**src/design/rdc_pkg.sv**
```systemverilog
// Shared constants, types and helpers for the radix digit converter.
package rdc_pkg;

  localparam int unsigned VALUE_BITS_DEF = 64;
  localparam int unsigned BASE_BITS      = 5;
  localparam int unsigned CHAR_BITS      = 8;
  localparam int unsigned CFG_IDX_BITS   = 1;

  localparam logic [BASE_BITS-1:0] BASE_RESET = 5'd10;

  // configuration register indexes
  localparam logic [CFG_IDX_BITS-1:0] REG_INPUT_BASE  = 1'd0;
  localparam logic [CFG_IDX_BITS-1:0] REG_OUTPUT_BASE = 1'd1;

  localparam logic [CHAR_BITS-1:0] CHAR_ZERO = 8'd48;  // '0'
  localparam logic [CHAR_BITS-1:0] CHAR_A    = 8'd65;  // 'A'
  localparam logic [CHAR_BITS-1:0] TEN       = 8'd10;

  // status from the accumulator to the sequencer and emitter
  typedef struct packed {
    logic done;
    logic ovf;
  } acc_stat_t;

  // radix 0 and 1 behave as 2
  function automatic logic [BASE_BITS-1:0] eff_base(input logic [BASE_BITS-1:0] b);
    eff_base = (b < 5'd2) ? 5'd2 : b;
  endfunction

  // digit value to ASCII; letters carry on past 'F'
  function automatic logic [CHAR_BITS-1:0] digit_to_char(input logic [BASE_BITS-1:0] r);
    logic [CHAR_BITS-1:0] r8;
    r8 = {3'd0, r};
    digit_to_char = (r8 >= TEN) ? (r8 - TEN + CHAR_A) : (r8 + CHAR_ZERO);
  endfunction

endpackage

```
**src/design/rdc_accum.sv**
```systemverilog
// Bit-serial multiply-accumulate of one digit into the running value.
module rdc_accum #(
  parameter int unsigned VALUE_BITS = rdc_pkg::VALUE_BITS_DEF
) (
  input  logic                           clk,
  input  logic                           rst,
  input  logic                           load,
  input  logic [rdc_pkg::CHAR_BITS-1:0]  digit_char,
  input  logic [rdc_pkg::BASE_BITS-1:0]  base,
  input  logic                           clear,
  output logic [VALUE_BITS-1:0]          value,
  output rdc_pkg::acc_stat_t             stat
);

  localparam int unsigned CNT_W = (VALUE_BITS > 1) ? $clog2(VALUE_BITS) : 1;
  localparam logic [CNT_W-1:0] CNT_LAST = CNT_W'(VALUE_BITS - 1);

  logic [VALUE_BITS-1:0] acc, pw;
  logic [rdc_pkg::CHAR_BITS-1:0] mag;
  logic                  neg;
  logic [rdc_pkg::CHAR_BITS-1:0] pcar;   // product carry, stays below mag
  logic [rdc_pkg::BASE_BITS-1:0] wcar;   // weight carry, stays below base
  logic                  cy;             // add carry / subtract borrow
  logic [CNT_W-1:0]      cnt;
  logic                  run;
  logic                  ovf, wover, done;

  logic [rdc_pkg::CHAR_BITS:0]   psum;
  logic [rdc_pkg::BASE_BITS:0]   wsum;
  logic                          tbit, abit, rbit, cy_next;
  logic [rdc_pkg::CHAR_BITS-1:0] pcar_next;
  logic [rdc_pkg::BASE_BITS-1:0] wcar_next;
  logic [rdc_pkg::CHAR_BITS-1:0] mag_next;
  logic                          neg_next;

  always_comb begin
    psum      = {1'b0, pcar} + (pw[0] ? {1'b0, mag} : '0);
    tbit      = psum[0];
    pcar_next = psum[rdc_pkg::CHAR_BITS:1];
    wsum      = {1'b0, wcar} + (pw[0] ? {1'b0, base} : '0);
    wcar_next = wsum[rdc_pkg::BASE_BITS:1];
    abit      = acc[0];
    rbit      = abit ^ tbit ^ cy;
    if (neg) begin
      cy_next = (~abit & tbit) | (~abit & cy) | (tbit & cy);
    end else begin
      cy_next = (abit & tbit) | (abit & cy) | (tbit & cy);
    end
  end

  // digit magnitude and sign from the character
  always_comb begin
    neg_next = 1'b0;
    if (digit_char >= rdc_pkg::CHAR_A) begin
      mag_next = digit_char - rdc_pkg::CHAR_A + rdc_pkg::TEN;
    end else if (digit_char >= rdc_pkg::CHAR_ZERO) begin
      mag_next = digit_char - rdc_pkg::CHAR_ZERO;
    end else begin
      mag_next = rdc_pkg::CHAR_ZERO - digit_char;
      neg_next = 1'b1;
    end
  end

  always_ff @(posedge clk) begin
    if (rst) begin
      acc   <= '0;
      pw    <= VALUE_BITS'(1);
      ovf   <= 1'b0;
      wover <= 1'b0;
      run   <= 1'b0;
      done  <= 1'b0;
      cnt   <= '0;
    end else begin
      done <= run && !clear && !load && (cnt == CNT_LAST);
      if (clear) begin
        acc   <= '0;
        pw    <= VALUE_BITS'(1);
        ovf   <= 1'b0;
        wover <= 1'b0;
      end else if (load) begin
        mag  <= mag_next;
        neg  <= neg_next;
        pcar <= '0;
        wcar <= '0;
        cy   <= 1'b0;
        cnt  <= '0;
        run  <= 1'b1;
      end else if (run) begin
        acc  <= {rbit, acc[VALUE_BITS-1:1]};
        pw   <= {wsum[0], pw[VALUE_BITS-1:1]};
        pcar <= pcar_next;
        wcar <= wcar_next;
        cy   <= cy_next;
        cnt  <= cnt + 1'b1;
        if (cnt == CNT_LAST) begin
          run  <= 1'b0;
          // product past range, or add carry / subtract borrow out
          if (((mag != '0) && (wover || (pcar_next != '0))) || cy_next) begin
            ovf <= 1'b1;
          end
          if (wcar_next != '0) begin
            wover <= 1'b1;
          end
        end
      end
    end
  end

  assign value     = acc;
  assign stat.done = done;
  assign stat.ovf  = ovf;

endmodule

```
**src/design/rdc_divider.sv**
```systemverilog
// Bit-serial restoring divider that emits output digits, least significant first.
module rdc_divider #(
  parameter int unsigned VALUE_BITS = rdc_pkg::VALUE_BITS_DEF
) (
  input  logic                           clk,
  input  logic                           rst,
  input  logic                           load,
  input  logic [VALUE_BITS-1:0]          value,
  input  logic                           ovf_in,
  input  logic [rdc_pkg::BASE_BITS-1:0]  base,
  output logic                           out_valid,
  output logic [rdc_pkg::CHAR_BITS-1:0]  out_char,
  output logic                           out_last,
  output logic                           overflow
);

  localparam int unsigned CNT_W = (VALUE_BITS > 1) ? $clog2(VALUE_BITS) : 1;
  localparam logic [CNT_W-1:0] CNT_LAST = CNT_W'(VALUE_BITS - 1);

  logic [VALUE_BITS-1:0]         v;
  logic [rdc_pkg::BASE_BITS-1:0] rem;
  logic                          qnz;   // any quotient bit set so far
  logic                          ovf;
  logic [CNT_W-1:0]              cnt;
  logic                          run;

  logic [rdc_pkg::BASE_BITS:0]   trial;
  logic                          ge;
  logic [rdc_pkg::BASE_BITS-1:0] rem_next;
  logic [rdc_pkg::BASE_BITS:0]   trial_sub;

  always_comb begin
    trial     = {rem, v[VALUE_BITS-1]};
    ge        = trial >= {1'b0, base};
    trial_sub = trial - {1'b0, base};
    rem_next  = ge ? trial_sub[rdc_pkg::BASE_BITS-1:0] : trial[rdc_pkg::BASE_BITS-1:0];
  end

  always_ff @(posedge clk) begin
    if (rst) begin
      run       <= 1'b0;
      out_valid <= 1'b0;
      cnt       <= '0;
    end else begin
      out_valid <= run && !load && (cnt == CNT_LAST);
      if (load) begin
        v   <= value;
        ovf <= ovf_in;
        rem <= '0;
        qnz <= 1'b0;
        cnt <= '0;
        run <= 1'b1;
      end else if (run) begin
        v <= {v[VALUE_BITS-2:0], ge};
        if (cnt == CNT_LAST) begin
          out_char <= rdc_pkg::digit_to_char(rem_next);
          out_last <= ~(qnz | ge);
          overflow <= ovf;
          // quotient is already in v; next division starts straight away
          rem <= '0;
          qnz <= 1'b0;
          cnt <= '0;
          run <= qnz | ge;
        end else begin
          rem <= rem_next;
          qnz <= qnz | ge;
          cnt <= cnt + 1'b1;
        end
      end
    end
  end

endmodule

```
**src/design/radix_digit_converter.sv**
```systemverilog
// Top level of the radix digit converter: config registers, sequencer, datapath.
//
// Usage: digit characters arrive least significant first. A transfer happens
// at a clock edge with start high and busy low; final_digit marks the most
// significant character of a number. Each character is folded into the
// running value by a bit-serial multiply-accumulate, one value bit a cycle,
// and busy stays high until the character has been folded in.
// After the final character the value is divided by the output radix, bit
// serially; digits leave least significant first, each on out_char for one
// cycle with out_valid high, out_last on the last one and overflow on all
// of them, and busy stays high until the last one has left. The receiver
// cannot stall: every strobe is a transfer. After emission the running
// value, weight and overflow flag return to their reset state for the next
// number.
// Reset (synchronous, rst high) sets both radix registers to ten and clears
// the value. Radix registers are written through cfg_write / cfg_index /
// cfg_data; the user must write them only while busy is low, as the block
// itself does not enforce it. A radix of 0 or 1 acts as 2.
module radix_digit_converter #(
  parameter int unsigned VALUE_BITS = rdc_pkg::VALUE_BITS_DEF
) (
  input  logic                              clk,
  input  logic                              rst,
  input  logic                              start,
  output logic                              busy,
  input  logic [rdc_pkg::CHAR_BITS-1:0]     digit_char,
  input  logic                              final_digit,
  input  logic                              cfg_write,
  input  logic [rdc_pkg::CFG_IDX_BITS-1:0]  cfg_index,
  input  logic [rdc_pkg::BASE_BITS-1:0]     cfg_data,
  output logic                              out_valid,
  output logic [rdc_pkg::CHAR_BITS-1:0]     out_char,
  output logic                              out_last,
  output logic                              overflow
);

  localparam logic [1:0] ST_IDLE = 2'd0;
  localparam logic [1:0] ST_ACC  = 2'd1;
  localparam logic [1:0] ST_EMIT = 2'd2;

  logic [1:0] state, state_next;
  logic [rdc_pkg::BASE_BITS-1:0] input_base, output_base;
  logic fin;                       // latched final_digit of the current transfer

  logic                   accept, acc_clear, div_load;
  logic [VALUE_BITS-1:0]  acc_value;
  rdc_pkg::acc_stat_t     acc_stat;

  assign accept = start && !busy;
  assign busy   = (state != ST_IDLE);

  // radix registers
  always_ff @(posedge clk) begin
    if (rst) begin
      input_base  <= rdc_pkg::BASE_RESET;
      output_base <= rdc_pkg::BASE_RESET;
    end else if (cfg_write) begin
      case (cfg_index)
        rdc_pkg::REG_INPUT_BASE:  input_base  <= cfg_data;
        rdc_pkg::REG_OUTPUT_BASE: output_base <= cfg_data;
        default: ;
      endcase
    end
  end

  // sequencer: accumulate, then emit if this was the final digit
  always_comb begin
    state_next = state;
    acc_clear  = 1'b0;
    div_load   = 1'b0;
    case (state)
      ST_IDLE: begin
        if (accept) state_next = ST_ACC;
      end
      ST_ACC: begin
        if (acc_stat.done) begin
          if (fin) begin
            div_load   = 1'b1;
            state_next = ST_EMIT;
          end else begin
            state_next = ST_IDLE;
          end
        end
      end
      ST_EMIT: begin
        if (out_valid && out_last) begin
          acc_clear  = 1'b1;
          state_next = ST_IDLE;
        end
      end
      default: state_next = ST_IDLE;
    endcase
  end

  always_ff @(posedge clk) begin
    if (rst) begin
      state <= ST_IDLE;
      fin   <= 1'b0;
    end else begin
      state <= state_next;
      if (accept) fin <= final_digit;
    end
  end

  rdc_accum #(.VALUE_BITS(VALUE_BITS)) u_accum (
    .clk        (clk),
    .rst        (rst),
    .load       (accept),
    .digit_char (digit_char),
    .base       (rdc_pkg::eff_base(input_base)),
    .clear      (acc_clear),
    .value      (acc_value),
    .stat       (acc_stat)
  );

  rdc_divider #(.VALUE_BITS(VALUE_BITS)) u_divider (
    .clk       (clk),
    .rst       (rst),
    .load      (div_load),
    .value     (acc_value),
    .ovf_in    (acc_stat.ovf),
    .base      (rdc_pkg::eff_base(output_base)),
    .out_valid (out_valid),
    .out_char  (out_char),
    .out_last  (out_last),
    .overflow  (overflow)
  );

  // digits only leave while a number is being emitted
  a_valid_in_emit: assert property (@(posedge clk) disable iff (rst)
    out_valid |-> (state == ST_EMIT))
    else $error("output strobe outside emission");

  // digits are spaced by a whole division
  a_valid_spaced: assert property (@(posedge clk) disable iff (rst)
    out_valid |=> !out_valid)
    else $error("back-to-back output strobes");

  // a transfer always starts an accumulation
  a_accept_acc: assert property (@(posedge clk) disable iff (rst)
    accept |=> (state == ST_ACC))
    else $error("accepted digit not accumulated");

  // accumulation only finishes while the sequencer waits for it
  a_done_in_acc: assert property (@(posedge clk) disable iff (rst)
    acc_stat.done |-> (state == ST_ACC))
    else $error("accumulator finished outside accumulation");

endmodule
```
**config.mk**
```make
export PLATFORM = sky130hd
export DESIGN_NAME = radix_digit_converter
export DESIGN_NICKNAME = d
export VERILOG_FILES = /design/src/design/rdc_pkg.sv /design/src/design/rdc_accum.sv /design/src/design/rdc_divider.sv /design/src/design/radix_digit_converter.sv
export SDC_FILE = /design/constraint.sdc
export NUM_CORES = 1
export LEC_CHECK = 0
export BUFFER_PORTS_ARGS = -buffer_cell sky130_fd_sc_hd__clkbuf_2
export CAP_MARGIN = 40
export CORE_MARGIN = 2
export CORE_UTILIZATION = 34
export DETAILED_ROUTE_END_ITERATION = 12
export HOLD_SLACK_MARGIN = 0.08
export PLACE_DENSITY = 0.51
export SLEW_MARGIN = 15
export SYNTH_ARGS = -nofsm -noshare
export SYNTH_HDL_FRONTEND = slang
export SYNTH_SLANG_ARGS = --single-unit
```
**constraint.sdc**
```tcl
create_clock -name clk -period 4.4 [get_ports clk]
set_input_delay 0.22 -clock clk [delete_from_list [all_inputs] [get_ports clk]]
set_output_delay 0.22 -clock clk [all_outputs]
set_load 0.05 [all_outputs]
```
---- Word level (Yosys, flattened, before mapping) ----
Index checks and enable logic that the tools add are counted.
storage, ports and cells
  output and inout bits ................... 12
  input port bits ......................... 19
  logic and storage cells ................. 143
  register bits after elaboration ......... 263
operators by class
  reduce and logical (&&, ||, !) cells .... 35
  add/subtract/negate cells ............... 12
  bitwise logic cells ..................... 19
  order comparisons ....................... 6
  equality and inequality tests ........... 7
  muxes and demuxes ....................... 38
operators by type and width
  operator               count
  $mux W64               2
  $mux W8                5
  $mux W5                7
  $mux W6                3
  $mux W1                16
  $reduce_bool A8 Y1     2
  $add A6 B1 Y6 const B  2
  $eq A6 B6 Y1 const B   2
  $reduce_and A2 Y1      6
  $reduce_and A4 Y1      3
  $lt A5 B2 Y1 const B   2
  $add A8 B9 Y9          1
  $reduce_and A3 Y1      3
  $add A8 B4 Y8 const B  1
  $add A8 B7 Y8 const B  1
  $ge A8 B6 Y1 const B   1
  $ge A8 B7 Y1 const B   1
  $logic_and A1 B1 Y1    8
  $mux W2                4
  $sub A6 B8 Y8 const A  1
  $sub A8 B6 Y8 const B  1
  $sub A8 B7 Y8 const B  1
  $add A5 B6 Y7 const B  1
  $not A1 Y1             7
  19 further kinds       36

---- Logic depth before layout (Yosys ltp) ----
  word-level depth ........................ 8
  mapped depth ............................ 15
  gate-level depth less buffers ........... 15

---- By module ----
A second synthesis with hierarchy kept.
second synthesis, totals
  cells, all modules ...................... 1,125
  area total of the unflattened synthesis .. 11,245.8 µm²
by module, submodules not included
  module                 cells an instance  sequential area each (µm²)  times used  area an instance (µm²)
  rdc_accum              796                3,453.3                     1           6,643.9
  rdc_divider            263                2,562.5                     1           4,021.4
  radix_digit_converter  66                 260.2                       1           580.6

---- Worst setup path after synthesis ----
Ideal clock, no wire load.
  path type ............................... register -> register
  from .................................... register state[1]
  to ...................................... register u_divider.qnz, enable pin
  data arrival time ....................... 4.258 ns
  buffers on the path ..................... 3
  cell stages (with the launch flop) ...... 8
  period minus slack after synthesis ...... 4.757 ns
  path slack .............................. -0.357 ns
  setup time .............................. 0.498 ns
  data required time ...................... 3.902 ns
  cells stage by stage .................... dfxtp_1 -> clkbuf_1 -> nor2b_1 -> and3_1 -> clkbuf_1 -> clkbuf_1 -> nor2_1 -> nor2_1
between the ends
  cells in the longest elaborated chain, start to end .. 4
ends and longest elaborated chain
  item                                 RTL line                      RTL
  start: declaration                   radix_digit_converter.sv:41   logic [1:0] state, state_next;
  start signal: assignment             radix_digit_converter.sv:100  state <= state_next;
  $eq A2 B1 Y1                         radix_digit_converter.sv:71   case (state)
  $mux W1                              radix_digit_converter.sv:71
  $reduce_bool A2 Y1 (no source line)  --
  $reduce_and A2 Y1 (no source line)   --
  end signal: assignment               rdc_divider.sv:66             qnz <= qnz | ge;
  end: declaration                     rdc_divider.sv:22             logic qnz;
Every way passes these cells.
A chain may end at the register's enable or synchronous reset.

---- Worst setup path after layout ----
  from .................................... register output_base[1] (netlist bit)
  to ...................................... register u_divider.out_char[4] (netlist bit), data pin
between the ends
  cells in the longest elaborated chain, start to end .. 7
  elaborated cells on any way between the ends .. 10
  classes of those cells .................. 4 x add/sub; 3 x order compare; 3 x mux
ends and longest elaborated chain
  item                                           RTL line                              RTL
  start: declaration                             radix_digit_converter.sv:42           logic [rdc_pkg::BASE_BITS-1:0] input_base, output_base;
  start signal: assignment                       radix_digit_converter.sv:56           output_base <= rdc_pkg::BASE_RESET;
  start signal: assignment                       radix_digit_converter.sv:60           rdc_pkg::REG_OUTPUT_BASE: output_base <= cfg_data;
  $lt A5 B2 Y1                                   rdc_pkg.sv:27                         eff_base = (b < 5'd2) ? 5'd2 : b;
  $mux W5 *                                      rdc_pkg.sv:27
  $sub A5 B5 Y5 or $ge A6 B5 Y1 (tied branches)  rdc_divider.sv:35, rdc_divider.sv:34
  $mux W5 *                                      rdc_divider.sv:36                     rem_next = ge ? trial_sub[rdc_pkg::BASE_BITS-1:0] : trial[rdc_pkg::BASE_BITS-1:0];
  $sub A5 B4 Y6                                  rdc_pkg.sv:34                         digit_to_char = (r8 >= TEN) ? (r8 - TEN + CHAR_A) : (r8 + CHAR_ZERO);
  $add A8 B7 Y8                                  rdc_pkg.sv:34
  $mux W8 *                                      rdc_pkg.sv:34
  end signal: assignment                         rdc_divider.sv:56                     out_char <= rdc_pkg::digit_to_char(rem_next);
  end: declaration                               rdc_divider.sv:12                     output logic [rdc_pkg::CHAR_BITS-1:0] out_char,
Every way passes the cells marked *; elsewhere a longest branch is shown, timed or not.

==> results.yml <==
run_status:
  outcome: "completed"
logic_synthesis:
  synth_area_leaders: "dfxtp_1, edfxtp_1, nand2_1"
  synthesis.nets: 1335
  syn_avg_cell_area_um2: 8.838
  synth.top_cell.area_share_pct: 28.11
  synth_seq_cells: 262
  synth-edff-count: 103
  synth_flop_cell: "dfxtp_1"
  ys_seq_area_share_pct: 55.43
  yosys.area.top_type: "dfxtp_1"
  ys_async_sr_fraction_pct: 0
  ys_types: 65
  ys_warn_count: 0
  synth_area_um2: 11320
  syn_inst: 1281
floorplanning:
  rows: 66
  start_util_pct: 34.62
  die_area_um2: 34780
  pin_count: 31
  die_h_um: 186.5
  core-area_um2: 32700
  die_x_um: 186.5
global_routing:
  gr-total-overflow: 0
  grt_pass1_vias: 7953
  grt_max_degree: 70
  track_usage_pct: 12.74
  grt_pass1_wl_um: 38480
  antenna_found_initial: 0
power_and_ir_drop:
  power_w: 0.005343
  p_switching_w: 0.001272
  power_density_nw_per_um2: 412.9
  power_frac_clock_pct: 43.7
  p_comb_share_pct: 8.2
  p_sw_share_pct: 23.81
  leakagePower_nw: 4.806
  vdd_drop_max_uv: 296.7
  intPower_w: 0.004071
  power.share.sequential_pct: 48.2
sta:
  hold_viol: 0
  fin_skew_ps: 17.51
  slew_headroom_pct: 48.41
  setup_viol: 0
  finalWorstPathRequiredPeriod_ps: 3619
  fmax_mhz: 276.3
  fin_crit_sh_pct: 82.24
  tightest_slew_ps: 773.8
  rsz0062_at_grt: "no"
  finalSetupTns_ps: 0
  slew_violations: 0
  timing.hold.ws_ps: 112.5
worst_hold_path:
  hold_path_class: "in -> reg"
placement:
  dp_hpwl_um: 13280
  place_area_um2: 11910
  place.gp.congestion: 0.7815
  port_buffers: 29
drt:
  wl_um: 22150
  wl_per_cell_um: 12.57
  vias: 8330
  viasPerCell: 4.728
  final_antenna_net_count: 0
  firstDrtPassIters: 5
  drt_iter0_markers: 440
  drc_errors: 0
finish:
  fin_area_um2: 12940
  antenna_cells: 0
  area_growth_pct: 14.29
  drive_gt1_share_pct: 7.803
  nets: 1351
  final_util_pct: 39.57
clock_tree:
  clkTransAtPathRegs_ps: 60
  clkLatencyLatePin_ps: 560
  cts.path.max_buffers: 3
  tritoncts: "done"
  cts_sinks: 262
  cts_inserted_buffers: 29
  htreeDepth: 1
  post_cts_buffers: 0
  cts-root-buf: "clkbuf_16"
setup_path:
  critPathCaptureType: "register"
  cp-start-kind: "register"
  critical_path_class: "reg -> reg"
  crit_required_ps: 4710
  cp_max_fo: 10
  crit_arrival_ps: 3920
flow_run:
  cap_violations: 0
==> cell families (layout without fill, tap and decap cells) <==
logic type	Yosys count	after routing	synth area share, %
AOI/OAI and AO/OA	217	217	11.13
xor gates and xnor gates	24	24	1.978
and+or+nand+nor	634	634	22.93
muxes	12	12	1.216
adders and majority gates	35	35	4.067
other	1	1	0.03312
buffers and inverters	96	135	3.216
DFF	262	262	55.43
==> worst max-delay path, stage by stage, from the launching register on <==
cell      delay, ps
dfxtp_1         320
o41a_1          430
ha_1            300
a21bo_2         230
a221oi_4        500
nor2_1           80
a21oi_1         390
ha_1            340
nand2b_1        210
nor2_1          120
mux2_4          150
o2bb2a_4        150
o32a_1          150
==> Yosys cell counts (2+ instances only) <==
cell type,number
dfxtp_1,159
nor2_1,59
clkbuf_1,65
mux2_2,2
nand2b_1,6
and3_1,9
nor2b_1,10
a21o_1,5
a211o_1,5
and2_1,15
nand3_1,18
a31oi_1,4
a21oi_1,153
buf_1,3
nand2_1,481
edfxtp_1,103
o41ai_1,3
nor3b_1,3
xor2_1,11
o2bb2ai_1,2
mux2_4,3
nor3_1,16
xnor2_1,12
nand4_1,3
or2_2,3
o31a_1,2
o21bai_1,3
inv_1,26
a211oi_1,2
mux2i_1,7
o21ai_0,18
nor4_1,2
fa_1,3
nand4b_1,2
ha_1,32
a311oi_1,2
==> metrics by stage <==
stage / std cells / setup WS, ps
final: 1762 / 781.3
after global placement: 1695 / 843.9
after floorplan: 1281 / 809.8
after global routing: 1762 / 521.3
after detailed placement: 1696 / 789.5
after CTS: 1762 / 795.7
==> worst paths after layout <==
check | end | depth (start not counted) | startpoint | slack [ps]
worst max register to register | u_divider.out_char[4] | 12 | output_base[1] | 780
worst min-delay path | u_accum.mag[7] | 2 | digit_char[7] | 110
worst max-delay path | u_divider.out_char[4] | 12 | output_base[1] | 780
worst min register to register | u_divider.overflow | 0 | u_divider.ovf | 420
==> per-layer routing <==
metal	global-route usage, %	part of all wire [%]	vias to the layer above
li1	-	-	4321
met2	20.78	44	89
met4	3.022	1.7	0
met1	17.71	51	3889
met5	0	0	-
met3	2.106	3.3	31
==> flip-flops by register name, summed over array words and instances (netlist names), 2 cells and up <==
signal              count
u_accum.pw             64
u_accum.value          64
u_divider.v            64
u_accum.mag             8
u_accum.pcar            8
u_divider.out_char      7
u_accum.cnt             6
u_divider.cnt           6
input_base              5
output_base             5
u_accum.wcar            5
u_divider.rem           5
state                   2
==> layout make-up <==
type | instances | area, µm²
Fill cell | 3370 | 19760
Sequential cell | 262 | 6276
Multi-Input combinational cell | 923 | 4723
Clock buffer | 38 | 769.5
Tap cell | 442 | 553.0
Timing Repair Buffer | 54 | 375.4
Clock inverter | 16 | 141.4
Inverter | 27 | 101.3
==> power groups by stage <==
stage,sequential (W),clock [W],combinational [W]
3_5_place_dp,0.00263,0,0.000434
2_1_floorplan,0.00262,0,0.000333
6_report,0.00257,0.00233,0.000436
4_1_cts,0.00257,0.00241,0.000443
5_1_grt,0.00258,0.00251,0.000493
3_3_place_gp,0.00263,0,0.000427
==> cells in the final DEF, fill, tap and decap left out, drive strengths merged, types with 16 or more instances in the layout <==
cell type,count
a21oi,153
clkbuf,67
dfxtp,159
edfxtp,103
ha,32
inv,28
nand2,481
nand3,18
nor2,59
nor3,16
o21ai,19
==> timing repair <==
item | in CTS | in global routing
endpoints found under the setup margin | 0 | 0
gates resized for setup | 0 | 0
endpoints found under the hold margin | 14 | 0
hold buffers | 12 | 0
No activity file was read; power rests on OpenSTA's default activity.
